## src/rtl/tmre_pkg.sv

```systemverilog
// Shared types, codes and constants of the terminal mouse report encoder.
package tmre_pkg;

  // Field widths
  localparam int COORD_W    = 16;
  localparam int BUTTON_W   = 7;
  localparam int BCD_DIGITS = 5;
  localparam int BCD_W      = 4 * BCD_DIGITS;
  localparam int DIG_W      = 3;
  localparam int CONV_CNT_W = 4;

  // Largest X10 coordinate (one-based) that still fits a report byte
  localparam logic [COORD_W-1:0] X10_COORD_LIMIT = 16'd223;

  // Event kinds
  localparam logic [1:0] FUNC_PRESS   = 2'd0;
  localparam logic [1:0] FUNC_RELEASE = 2'd1;
  localparam logic [1:0] FUNC_MOTION  = 2'd2;

  // Report modes
  localparam logic [1:0] MODE_OFF     = 2'd0;
  localparam logic [1:0] MODE_BUTTONS = 2'd1;
  localparam logic [1:0] MODE_DRAG    = 2'd2;

  // Register indexes
  localparam logic CFG_IDX_MODE = 1'b0;
  localparam logic CFG_IDX_SGR  = 1'b1;

  // Button codes
  localparam logic [BUTTON_W-1:0] BTN_NONE        = 7'd3;
  localparam logic [BUTTON_W-1:0] BTN_WHEEL_FIRST = 7'd64;
  localparam logic [BUTTON_W-1:0] BTN_WHEEL_LAST  = 7'd67;

  // Drop reasons
  localparam logic [2:0] RSN_SENT         = 3'd0;
  localparam logic [2:0] RSN_MODE_OFF     = 3'd1;
  localparam logic [2:0] RSN_OUTSIDE      = 3'd2;
  localparam logic [2:0] RSN_MOTION_1000  = 3'd3;
  localparam logic [2:0] RSN_NOBTN_1002   = 3'd4;
  localparam logic [2:0] RSN_WHEEL_REL    = 3'd5;
  localparam logic [2:0] RSN_X10_RANGE    = 3'd6;

  // Report characters
  localparam logic [7:0] CH_ESC        = 8'h1B;
  localparam logic [7:0] CH_LBRACK     = 8'h5B;
  localparam logic [7:0] CH_LT         = 8'h3C;
  localparam logic [7:0] CH_SEMI       = 8'h3B;
  localparam logic [7:0] CH_M_UP       = 8'h4D;
  localparam logic [7:0] CH_M_LOW      = 8'h6D;
  localparam logic [7:0] CH_ZERO       = 8'h30;
  localparam logic [7:0] REPORT_OFFSET = 8'd32;
  localparam logic [7:0] MOTION_FLAG   = 8'd32;

  // Report segments walked by the controller
  typedef enum logic [3:0] {
    SEG_ESC     = 4'd0,
    SEG_LBRACK  = 4'd1,
    SEG_LT      = 4'd2,
    SEG_CB      = 4'd3,
    SEG_SEMI1   = 4'd4,
    SEG_COL     = 4'd5,
    SEG_SEMI2   = 4'd6,
    SEG_ROW     = 4'd7,
    SEG_TERM    = 4'd8,
    SEG_X10_M   = 4'd9,
    SEG_X10_CB  = 4'd10,
    SEG_X10_COL = 4'd11,
    SEG_X10_ROW = 4'd12,
    SEG_DROP    = 4'd13
  } seg_t;

  // Controller to datapath
  typedef struct packed {
    logic             load;
    logic             shift;
    logic             emit;
    seg_t             seg;
    logic [DIG_W-1:0] dig;
  } cmd_t;

  // Datapath to controller
  typedef struct packed {
    logic             drop_in;
    logic             sgr;
    logic [DIG_W-1:0] top_cb;
    logic [DIG_W-1:0] top_col;
    logic [DIG_W-1:0] top_row;
  } stat_t;

endpackage

```

## src/rtl/tmre_bcd_lane.sv

```systemverilog
// Shift-and-add-3 binary to decimal converter lane, one bit per cycle while shift is high.
module tmre_bcd_lane
  import tmre_pkg::*;
(
  input  logic               clk,
  input  logic               load,
  input  logic               shift,
  input  logic [COORD_W-1:0] bin_in,
  output logic [BCD_W-1:0]   bcd,
  output logic [DIG_W-1:0]   top_dig
);

  logic [COORD_W-1:0] bin_r;
  logic [BCD_W-1:0]   bcd_r;
  logic [BCD_W-1:0]   adj;

  // Add 3 to every digit of 5 or more before the shift
  always_comb begin
    for (int i = 0; i < BCD_DIGITS; i++) begin
      if (bcd_r[4*i +: 4] >= 4'd5) begin
        adj[4*i +: 4] = bcd_r[4*i +: 4] + 4'd3;
      end else begin
        adj[4*i +: 4] = bcd_r[4*i +: 4];
      end
    end
  end

  // Load, then shift one binary bit into the digits per cycle while shift is asserted
  always_ff @(posedge clk) begin
    if (load) begin
      bin_r <= bin_in;
      bcd_r <= '0;
    end else if (shift) begin
      bin_r <= {bin_r[COORD_W-2:0], 1'b0};
      bcd_r <= {adj[BCD_W-2:0], bin_r[COORD_W-1]};
    end
  end

  // Index of the leading nonzero digit, zero for the value zero
  always_comb begin
    priority if (bcd_r[19:16] != 4'd0) top_dig = 3'd4;
    else if (bcd_r[15:12] != 4'd0)     top_dig = 3'd3;
    else if (bcd_r[11:8] != 4'd0)      top_dig = 3'd2;
    else if (bcd_r[7:4] != 4'd0)       top_dig = 3'd1;
    else                               top_dig = 3'd0;
  end

  assign bcd = bcd_r;

endmodule

```

## src/rtl/tmre_datapath.sv

```systemverilog
// Datapath: configuration, event filters, button code, decimal lanes and output register.
module tmre_datapath
  import tmre_pkg::*;
(
  input  logic                      clk,
  input  logic                      rst_n,
  input  logic                      cfg_we,
  input  logic                      cfg_index,
  input  logic [1:0]                cfg_wdata,
  input  logic [1:0]                in_func,
  input  logic [BUTTON_W-1:0]       in_button,
  input  logic [2:0]                in_modifiers,
  input  logic signed [COORD_W-1:0] in_column,
  input  logic signed [COORD_W-1:0] in_grid_row,
  input  cmd_t                      cmd,
  output stat_t                     stat,
  output logic [7:0]                out_byte,
  output logic                      out_last_byte,
  output logic [2:0]                out_drop_reason
);

  logic [1:0]         report_mode_r;
  logic               sgr_enable_r;
  logic [2:0]         reason_r;
  logic [7:0]         cb_r;
  logic [7:0]         term_r;
  logic [COORD_W-1:0] col1_r;
  logic [COORD_W-1:0] row1_r;
  logic [7:0]         byte_r;
  logic               last_r;
  logic [2:0]         rsn_out_r;

  logic [COORD_W-1:0] col1;
  logic [COORD_W-1:0] row1;
  logic               wheel;
  logic [2:0]         reason_in;
  logic [7:0]         cb;
  logic [7:0]         cb_x10;
  logic [BCD_W-1:0]   bcd_cb;
  logic [BCD_W-1:0]   bcd_col;
  logic [BCD_W-1:0]   bcd_row;
  logic [DIG_W-1:0]   top_cb;
  logic [DIG_W-1:0]   top_col;
  logic [DIG_W-1:0]   top_row;
  logic [3:0]         digit;
  logic [7:0]         byte_nxt;
  logic               last_nxt;
  logic [2:0]         rsn_nxt;

  // Write configuration registers
  always_ff @(posedge clk) begin
    if (!rst_n) begin
      report_mode_r <= MODE_OFF;
      sgr_enable_r  <= 1'b0;
    end else if (cfg_we) begin
      unique case (cfg_index)
        CFG_IDX_MODE: report_mode_r <= cfg_wdata;
        CFG_IDX_SGR:  sgr_enable_r  <= cfg_wdata[0];
      endcase
    end
  end

  // One-based coordinates and wheel detection
  assign col1  = $unsigned(in_column) + 16'd1;
  assign row1  = $unsigned(in_grid_row) + 16'd1;
  assign wheel = (in_button >= BTN_WHEEL_FIRST) && (in_button <= BTN_WHEEL_LAST);

  // Apply the filters in order
  always_comb begin
    priority if (report_mode_r == MODE_OFF) begin
      reason_in = RSN_MODE_OFF;
    end else if (in_column[COORD_W-1] || in_grid_row[COORD_W-1]) begin
      reason_in = RSN_OUTSIDE;
    end else if (in_func == FUNC_MOTION && report_mode_r == MODE_BUTTONS) begin
      reason_in = RSN_MOTION_1000;
    end else if (in_func == FUNC_MOTION && report_mode_r == MODE_DRAG &&
                 in_button == BTN_NONE) begin
      reason_in = RSN_NOBTN_1002;
    end else if (in_func == FUNC_RELEASE && wheel) begin
      reason_in = RSN_WHEEL_REL;
    end else if (!sgr_enable_r && (col1 > X10_COORD_LIMIT || row1 > X10_COORD_LIMIT)) begin
      reason_in = RSN_X10_RANGE;
    end else begin
      reason_in = RSN_SENT;
    end
  end

  // Build the button code; X10 releases report no button
  assign cb     = ({1'b0, in_button} + ((in_func == FUNC_MOTION) ? MOTION_FLAG : 8'd0)) |
                  {3'b000, in_modifiers, 2'b00};
  assign cb_x10 = (in_func == FUNC_RELEASE) ? {cb[7:3], BTN_NONE[2:0]} : cb;

  // Capture the event
  always_ff @(posedge clk) begin
    if (cmd.load) begin
      reason_r <= reason_in;
      cb_r     <= sgr_enable_r ? cb : cb_x10;
      term_r   <= (in_func == FUNC_RELEASE) ? CH_M_LOW : CH_M_UP;
      col1_r   <= col1;
      row1_r   <= row1;
    end
  end

  // Decimal lanes for the three SGR numbers
  tmre_bcd_lane u_lane_cb (
    .clk     (clk),
    .load    (cmd.load),
    .shift   (cmd.shift),
    .bin_in  ({8'd0, cb}),
    .bcd     (bcd_cb),
    .top_dig (top_cb)
  );

  tmre_bcd_lane u_lane_col (
    .clk     (clk),
    .load    (cmd.load),
    .shift   (cmd.shift),
    .bin_in  (col1),
    .bcd     (bcd_col),
    .top_dig (top_col)
  );

  tmre_bcd_lane u_lane_row (
    .clk     (clk),
    .load    (cmd.load),
    .shift   (cmd.shift),
    .bin_in  (row1),
    .bcd     (bcd_row),
    .top_dig (top_row)
  );

  // Pack the status word in field order: drop_in, sgr, top_cb, top_col, top_row
  assign stat = {(reason_in != RSN_SENT), sgr_enable_r, top_cb, top_col, top_row};

  // Pick the current decimal digit
  always_comb begin
    logic [BCD_W-1:0] src;
    unique case (cmd.seg)
      SEG_COL: src = bcd_col;
      SEG_ROW: src = bcd_row;
      default: src = bcd_cb;
    endcase
    unique case (cmd.dig)
      3'd0:    digit = src[3:0];
      3'd1:    digit = src[7:4];
      3'd2:    digit = src[11:8];
      3'd3:    digit = src[15:12];
      3'd4:    digit = src[19:16];
      default: digit = 4'd0;
    endcase
  end

  // Form the next output beat
  always_comb begin
    rsn_nxt  = RSN_SENT;
    last_nxt = 1'b0;
    unique case (cmd.seg)
      SEG_ESC:     byte_nxt = CH_ESC;
      SEG_LBRACK:  byte_nxt = CH_LBRACK;
      SEG_LT:      byte_nxt = CH_LT;
      SEG_CB,
      SEG_COL,
      SEG_ROW:     byte_nxt = CH_ZERO + {4'd0, digit};
      SEG_SEMI1,
      SEG_SEMI2:   byte_nxt = CH_SEMI;
      SEG_TERM: begin
        byte_nxt = term_r;
        last_nxt = 1'b1;
      end
      SEG_X10_M:   byte_nxt = CH_M_UP;
      SEG_X10_CB:  byte_nxt = cb_r + REPORT_OFFSET;
      SEG_X10_COL: byte_nxt = col1_r[7:0] + REPORT_OFFSET;
      SEG_X10_ROW: begin
        byte_nxt = row1_r[7:0] + REPORT_OFFSET;
        last_nxt = 1'b1;
      end
      SEG_DROP: begin
        byte_nxt = 8'd0;
        last_nxt = 1'b1;
        rsn_nxt  = reason_r;
      end
      default:     byte_nxt = 8'd0;
    endcase
  end

  // Output register
  always_ff @(posedge clk) begin
    if (cmd.emit) begin
      byte_r    <= byte_nxt;
      last_r    <= last_nxt;
      rsn_out_r <= rsn_nxt;
    end
  end

  assign out_byte        = byte_r;
  assign out_last_byte   = last_r;
  assign out_drop_reason = rsn_out_r;

endmodule

```

## src/rtl/tmre_ctrl.sv

```systemverilog
// Controller: accepts an event, runs the decimal conversion and walks the report segments.
module tmre_ctrl
  import tmre_pkg::*;
(
  input  logic  clk,
  input  logic  rst_n,
  input  logic  in_valid,
  output logic  in_stall,
  output logic  out_valid,
  input  logic  out_stall,
  input  stat_t stat,
  output cmd_t  cmd
);

  typedef enum logic [2:0] {
    ST_IDLE = 3'b001,
    ST_CONV = 3'b010,
    ST_EMIT = 3'b100
  } state_t;

  state_t                state_r, state_nxt;
  seg_t                  seg_r, seg_nxt;
  logic [DIG_W-1:0]      dig_r, dig_nxt;
  logic [CONV_CNT_W-1:0] cnt_r, cnt_nxt;
  logic                  out_valid_r, out_valid_nxt;
  logic                  out_free;
  logic                  emit;
  logic                  load;
  logic                  shift;

  assign out_free = !out_valid_r || !out_stall;

  // Sequence the event
  always_comb begin
    state_nxt = state_r;
    seg_nxt   = seg_r;
    dig_nxt   = dig_r;
    cnt_nxt   = cnt_r;
    emit      = 1'b0;
    load      = 1'b0;
    shift     = 1'b0;
    unique case (state_r)
      ST_IDLE: begin
        if (in_valid) begin
          load    = 1'b1;
          cnt_nxt = '0;
          dig_nxt = '0;
          if (stat.drop_in) begin
            seg_nxt   = SEG_DROP;
            state_nxt = ST_EMIT;
          end else begin
            seg_nxt   = SEG_ESC;
            state_nxt = stat.sgr ? ST_CONV : ST_EMIT;
          end
        end
      end
      ST_CONV: begin
        shift   = 1'b1;
        cnt_nxt = cnt_r + 1'b1;
        if (cnt_r == '1) begin
          state_nxt = ST_EMIT;
        end
      end
      ST_EMIT: begin
        if (out_free) begin
          emit = 1'b1;
          // Advance to the next beat of the report
          unique case (seg_r)
            SEG_ESC:    seg_nxt = SEG_LBRACK;
            SEG_LBRACK: seg_nxt = stat.sgr ? SEG_LT : SEG_X10_M;
            SEG_LT: begin
              seg_nxt = SEG_CB;
              dig_nxt = stat.top_cb;
            end
            SEG_CB: begin
              if (dig_r == '0) seg_nxt = SEG_SEMI1;
              else dig_nxt = dig_r - 1'b1;
            end
            SEG_SEMI1: begin
              seg_nxt = SEG_COL;
              dig_nxt = stat.top_col;
            end
            SEG_COL: begin
              if (dig_r == '0) seg_nxt = SEG_SEMI2;
              else dig_nxt = dig_r - 1'b1;
            end
            SEG_SEMI2: begin
              seg_nxt = SEG_ROW;
              dig_nxt = stat.top_row;
            end
            SEG_ROW: begin
              if (dig_r == '0) seg_nxt = SEG_TERM;
              else dig_nxt = dig_r - 1'b1;
            end
            SEG_X10_M:   seg_nxt = SEG_X10_CB;
            SEG_X10_CB:  seg_nxt = SEG_X10_COL;
            SEG_X10_COL: seg_nxt = SEG_X10_ROW;
            default:     state_nxt = ST_IDLE;
          endcase
        end
      end
      default: state_nxt = ST_IDLE;
    endcase
  end

  // Hold the output beat until taken
  assign out_valid_nxt = emit || (out_valid_r && out_stall);

  always_ff @(posedge clk) begin
    if (!rst_n) begin
      state_r     <= ST_IDLE;
      seg_r       <= SEG_ESC;
      dig_r       <= '0;
      cnt_r       <= '0;
      out_valid_r <= 1'b0;
    end else begin
      state_r     <= state_nxt;
      seg_r       <= seg_nxt;
      dig_r       <= dig_nxt;
      cnt_r       <= cnt_nxt;
      out_valid_r <= out_valid_nxt;
    end
  end

  // Pack the command word in field order: load, shift, emit, seg, dig
  assign cmd       = {load, shift, emit, seg_r, dig_r};
  assign in_stall  = (state_r != ST_IDLE);
  assign out_valid = out_valid_r;

endmodule

```

## src/rtl/terminal_mouse_report_encoder_unit.sv

```systemverilog
// Top level of the terminal mouse report encoder: controller plus datapath.
//
// Each accepted pointer event becomes a run of output beats, one report byte per beat,
// with out_last_byte on the final beat. A dropped event gives a single beat with byte 0
// and its drop reason. An X10 report gives 6 beats, and an SGR report gives 9 to 19
// beats, both at one per cycle while out_stall does not hold the output. An SGR report
// first runs the bit-serial decimal conversion (three lanes, one per number, run in
// parallel) before its first beat. The next event is accepted as soon as the final beat
// sits in the output register. Registers are written through cfg_we, cfg_index
// (0 report_mode, 1 sgr_enable) and cfg_wdata; write them only while the block is idle,
// which the block itself does not enforce.
module terminal_mouse_report_encoder_unit
  import tmre_pkg::*;
(
  input  logic                      clk,
  input  logic                      rst_n,
  input  logic                      cfg_we,
  input  logic                      cfg_index,
  input  logic [1:0]                cfg_wdata,
  input  logic                      in_valid,
  output logic                      in_stall,
  input  logic [1:0]                in_func,
  input  logic [BUTTON_W-1:0]       in_button,
  input  logic [2:0]                in_modifiers,
  input  logic signed [COORD_W-1:0] in_column,
  input  logic signed [COORD_W-1:0] in_grid_row,
  output logic                      out_valid,
  input  logic                      out_stall,
  output logic [7:0]                out_byte,
  output logic                      out_last_byte,
  output logic [2:0]                out_drop_reason
);

  cmd_t  cmd;
  stat_t stat;

  tmre_ctrl u_ctrl (
    .clk       (clk),
    .rst_n     (rst_n),
    .in_valid  (in_valid),
    .in_stall  (in_stall),
    .out_valid (out_valid),
    .out_stall (out_stall),
    .stat      (stat),
    .cmd       (cmd)
  );

  tmre_datapath u_dp (
    .clk             (clk),
    .rst_n           (rst_n),
    .cfg_we          (cfg_we),
    .cfg_index       (cfg_index),
    .cfg_wdata       (cfg_wdata),
    .in_func         (in_func),
    .in_button       (in_button),
    .in_modifiers    (in_modifiers),
    .in_column       (in_column),
    .in_grid_row     (in_grid_row),
    .cmd             (cmd),
    .stat            (stat),
    .out_byte        (out_byte),
    .out_last_byte   (out_last_byte),
    .out_drop_reason (out_drop_reason)
  );

endmodule

```

## config.mk

```make
export PLATFORM = sky130hd
export DESIGN_NAME = terminal_mouse_report_encoder_unit
export DESIGN_NICKNAME = d
export VERILOG_FILES = /design/src/rtl/tmre_pkg.sv /design/src/rtl/tmre_bcd_lane.sv /design/src/rtl/tmre_datapath.sv /design/src/rtl/tmre_ctrl.sv /design/src/rtl/terminal_mouse_report_encoder_unit.sv
export SDC_FILE = /design/constraint.sdc
export NUM_CORES = 1
export LEC_CHECK = 0
export BUFFER_PORTS_ARGS = -buffer_cell sky130_fd_sc_hd__buf_2
export CORE_ASPECT_RATIO = 0.6
export CORE_MARGIN = 2
export CORE_UTILIZATION = 45
export CTS_BUF_LIST = sky130_fd_sc_hd__clkbuf_4
export DETAILED_ROUTE_END_ITERATION = 16
export GPL_ROUTABILITY_DRIVEN = 1
export HOLD_SLACK_MARGIN = 0.06
export SYNTH_ARGS = -nofsm -noshare
export SYNTH_HDL_FRONTEND = slang
export SYNTH_SLANG_ARGS = --single-unit
```

## constraint.sdc

```tcl
create_clock -name clk -period 2.5 [get_ports clk]
set_clock_uncertainty 0.1 [all_clocks]
set_input_delay 0.375 -clock clk [delete_from_list [all_inputs] [get_ports clk]]
set_output_delay 0.375 -clock clk [all_outputs]
set_load 0.02 [all_outputs]
```

# Yosys cells after proc, flatten, opt, wreduce, memory -nomap -nowiden
# Cells that the tools add are included.
# totals
ff_bits	173
in_bits	52
out_inout_bits	14
# classes
add_sub_neg	24
order_cmp	19
n_eq_ne	37
mux	75
n_bitwise	2
reduce_logical	43
# ops
operator	count
$mux W4	20
$pmux W8 S10	1
$mux W3	23
$mux W16	4
$ge A4 B3 Y1 const B	15
$add A4 B2 Y4 const B	12
$reduce_bool A4 Y1	12
$pmux W4 S11	1
$pmux W20 S2	1
$add A16 B1 Y16 const B	2
$gt A16 B8 Y1 const B	2
$eq A4 B4 Y1 const B	7
$add A8 B6 Y8 const B	3
$pmux W4 S5	1
$eq A4 B3 Y1 const B	4
$mux W8	2
$pmux W4 S2	2
$mux W2	6
$mux W6	2
$ne A12 B11 Y1 const B	1
$pmux W3 S4	1
$reduce_or A11 Y1	1
$add A3 B2 Y3 const B	3
$eq A3 B2 Y1 const B	3
38 further kinds	71

# Depth between registers and ports, before layout
# depth
ltp_word	14
ltp_mapped	11
ltp_nobuf	10

# Modules after synthesis
# From an unflattened synthesis, not the netlist that was laid out.
# unflattened
hier_cells	1055
hier_area_um2	10146.0
# modules_own_cells
mod	instances	cells_per_inst	area_per_inst_um2	seq_area_each_um2
tmre_bcd_lane	3	193	1934.4	880.8
tmre_datapath	1	345	3275.6	1261.2
tmre_ctrl	1	131	1067.3	300.3

# Worst setup path after synthesis
# Ideal clock, no wire load.
# synth_path
kind	flip-flop to flip-flop
from	register u_ctrl.state_r[1]
to	register u_dp.cb_r[0], enable pin
setup_time_ns	0.403
arrival_ns	2.140
required_time_ns	1.997
setup_slack_ns	-0.143
path_stages_with_launch	7
n_path_buf	3
synth_period_minus_slack_ns	2.643
path_cell_list	dfxtp_1 > nor2_1 > nand3_1 > clkbuf_1 > inv_1 > clkbuf_1 > buf_1
# synth_lines
item	line_no	text
start: declaration	tmre_ctrl.sv:21	state_t state_r, state_nxt;
start signal: assignment	tmre_ctrl.sv:117	state_r <= state_nxt;
end signal: assignment	tmre_datapath.sv:97	cb_r <= sgr_enable_r ? cb : cb_x10;
end: declaration	tmre_datapath.sv:25	logic [7:0] cb_r;

# Final worst setup path
# layout_path
from	register u_ctrl.seg_r[1]
to	register u_dp.byte_r[2], in the netlist u_dp.out_byte[2] (data pin)
# layout_between
elab_chain_cells	5
# layout_lines
item	line_no	text
start: declaration	tmre_ctrl.sv:22	seg_t seg_r, seg_nxt;
start signal: assignment	tmre_ctrl.sv:118	seg_r <= seg_nxt;
$eq A4 B3 Y1	tmre_datapath.sv:138, tmre_datapath.sv:157	
$pmux W20 S2	tmre_datapath.sv:138	unique case (cmd.seg)
$pmux W4 S5	tmre_datapath.sv:143	unique case (cmd.dig)
$add A6 B4 Y7	tmre_datapath.sv:163	SEG_ROW: byte_nxt = CH_ZERO + {4'd0, digit};
$pmux W8 S10 *	tmre_datapath.sv:157	unique case (cmd.seg)
via u_dp.byte_nxt[2]	tmre_datapath.sv:46	logic [7:0] byte_nxt;
end signal: assignment	tmre_datapath.sv:189	byte_r <= byte_nxt;
end: declaration	tmre_datapath.sv:29	logic [7:0] byte_r;
# Mark *: on every way through the listed nets, which the timed path passes. The rest lies on a longest branch.
# A chain may end at the register's enable or synchronous reset.

==> results.ini <==
[worst_setup_path]
required_ns=2.74
slowest_delay_ns=0.43
critPathTopFamily=compound AO/OA/AOI/OAI gates
crit_arrival_ns=2.65
path_buf_inv=2
cp-start-kind=flop
endpoint_kind=flop
critPathKind=reg -> reg
cp_slowest_cell=a2111oi_2
critPathMaxFanout=30
crit_path_cell_trace=buf_12, mux2_2, a22oi_1, nor2_1, a2111oi_2, buf_4, o211ai_1

[yosys]
netlist_top_cells_area=edfxtp_1 (25%), dfxtp_1 (18%), nand2_1 (6.1%)
synthDominantCellAreaShare=0.252
synthArstFlopShare=0
yosys_warnings=0
synthFlopType=dfxtp_1
syn-num-nets=1203
synth-seq-cells=166
synth_most_common_cell=nand2_1
synth-edff-count=80
synth-seq-area-share=0.433
synthTopCellsByCount=nand2_1 (154), o21ai_0 (112), nor2_1 (105)
synth_area_um2=9530
ys_types=74
postSynthCellCount=1108
avgSynthCellArea_um2=8.60
synth.largest_area_cell=edfxtp_1

[placement]
place_area_um2=10500
port_buffers=65
dp.cells=1446
dp_hpwl_um=18200
gp_congestion=0.906

[die]
ios=66
die_h_um=117
core-area_um2=20900
core.rowCount=41
dieArea_um2=22400
start_util=0.457
die_x_um=192

[route]
wl_per_cell_um=16.9
route.detailed.drc=0
drt_iter0_drc=805
routed_via_density=5.47
first_pass_iters=7
vias=8234
postRouteWirelength_um=25400
antenna_left=0

[clock_network]
clockBufferDepth=2
cts_root_buf=clkbuf_4
cts_tree=built
clock_sinks=166
cts_buffers=17
clk_pin_slew_ns=0.14
cts_setup_buffers=0
clk_latency_ns=0.60
htreeDepth=4

[global_routing]
antenna_found_initial=0
grt_usage=0.236
grt_pass1_vias=7282
grt_max_degree=101
grt_overflow=0
grt_first_pass_wirelength_um=40700

[cells_and_area]
syn_to_final_growth_pct=16.1
final_area_um2=11100
finalNonFillerCells=1505
fill_cells=1976
register_area_um2=4130
nNetsFinal=1307
drive_gt1_frac=0.157
multiInputGateArea_um2=5070

[power_and_ir_drop]
intPower_mw=3.99
p_comb_frac=0.137
power.density_nw_per_um2=503
swShare=0.283
power.switching_mw=1.58
clkPwrFrac=0.311
ir_worst_vdd_uv=249
p_leak_nw=4.20
power_frac_seq=0.552
report.power.total_mw=5.56

[sta]
worst_slew_pin_slew_ns=0.540
slew_viol_final=0
fmax_ghz=0.414
hold_viol=0
fin_crit_ns=2.41
fin_crit_sh=0.966
max_slew_margin=0.635
tns_ns=0
setup_viol_count_final=0
rsz0062_at_grt=no

[status]
status=complete, no violations

[worst_hold_path]
hold_class=in -> reg

[flow_run]
drv_cap=0

[layout by cell type (no fill, tap or decap), types with 4 or more instances in the layout]
cell,Yosys,final
o211ai_1,5,5
nor2_1,105,105
o2111ai_1,4,4
a31oi_1,4,4
edfxtp_1,80,80
mux2_2,12,12
buf_4,0,45
mux2i_1,12,12
clkbuf_4,0,17
xor2_1,22,22
and3_1,5,5
nand2b_1,21,20
xnor2_1,29,29
nor4_1,9,8
nor3_1,8,7
buf_12,0,6
nor2b_1,7,6
dlygate4sd3_1,0,26
and2_1,10,10
nand4_1,10,10
nor3b_1,6,6
a21oi_1,86,86
or2_2,5,5
nand3_1,76,75
o21ai_0,112,112
a211oi_1,6,6
a22oi_1,12,12
ha_1,43,43
clkinvlp_4,0,4
nand2_1,154,153
buf_2,4,65
dfxtp_1,86,84
a22o_1,4,4
o31ai_1,15,15
inv_1,44,43
[stage by stage]
step	util	hold slack, ns	worst slack (ns)
floorplan	-	0.308	0.0679
global placement	0.502	0.326	-0.0371
detailed placement	0.502	0.331	-0.0201
CTS	0.529	0.0726	0.0158
global route	0.530	0.0894	0.0318
finish	0.530	0.112	0.0858
[timing repair]
| action | 4_1_cts | 5_1_grt |
|---|---|---|
| endpoints found under the setup margin | 0 | 8 |
| hold buffers | 26 | 0 |
| endpoints found under the hold margin | 28 | 0 |
| gates resized for setup | 0 | 7 |
[worst paths after layout]
path                                               start                   endpoint  slack, ns  depth (start not counted)
worst max register to register           u_ctrl.seg_r[1]           u_dp.out_byte[2]       0.09                          7
worst min register to register  u_dp.u_lane_cb.bin_r[13]   u_dp.u_lane_cb.bin_r[14]       0.35                          2
worst max-delay path                     u_ctrl.seg_r[1]           u_dp.out_byte[2]       0.09                          7
worst min-delay path                       in_column[14]  u_dp.u_lane_col.bin_r[14]       0.11                          3
[final cells by class]
cell class	count	area share
Clock inverter	15	0.0162
Antenna cell	1	0.000226
Timing Repair Buffer	142	0.0943
Inverter	45	0.0153
Sequential cell	166	0.373
Multi-Input combinational cell	840	0.458
Clock buffer	17	0.0115
Tap cell	279	0.0315
[worst register-to-register path, cell delays in order, from the launching register on]
cell and delay, ns:
dfxtp_1 0.40, buf_12 0.21, mux2_2 0.39, a22oi_1 0.26, nor2_1 0.09, a2111oi_2 0.43, buf_4 0.18, o211ai_1 0.11
[power groups by stage]
| stage | Sequential [mW] | Clock (mW) | Combinational (mW) |
|---|---|---|---|
| 3_3_place_gp | 3.12 | 0 | 0.716 |
| 6_report | 3.07 | 1.73 | 0.761 |
| 5_1_grt | 3.08 | 1.88 | 0.841 |
| 2_1_floorplan | 3.10 | 0 | 0.425 |
| 4_1_cts | 3.07 | 1.78 | 0.752 |
| 3_5_place_dp | 3.13 | 0 | 0.718 |
[cell families (layout without fill, tap and decap cells)]
family	after synthesis	after routing	synth area share
simple gates	439	439	0.219
compound gates	282	282	0.175
flops	166	166	0.433
buf+inv	102	219	0.0407
xor+xnor	51	51	0.0468
fa+ha+maj	43	43	0.0564
mux	25	25	0.0291
other cells	0	1	0
[registers in the layout, summed over array words and instances (netlist names), 2 cells and up]
signal / count
u_dp.reason_r: 3
u_ctrl.state_r: 3
u_dp.u_lane_row.bin_r: 16
u_dp.u_lane_cb.bin_r: 16
u_dp.col1_r: 8
u_dp.u_lane_col.bcd: 20
u_dp.out_drop_reason: 3
u_ctrl.dig_r: 3
u_ctrl.seg_r: 4
u_dp.u_lane_cb.bcd: 20
u_dp.row1_r: 8
u_dp.u_lane_col.bin_r: 16
u_dp.cb_r: 8
u_dp.out_byte: 8
u_ctrl.cnt_r: 4
u_dp.report_mode_r: 2
u_dp.u_lane_row.bcd: 20
[per-layer routing]
layer / GRT usage / routed length, um
met1: 0.389 / 14100
met2: 0.303 / 9380
met3: 0.0550 / 1720
met4: 0.0446 / 172
met5: 0 / 0
No activity file was read; power rests on OpenSTA's default activity.
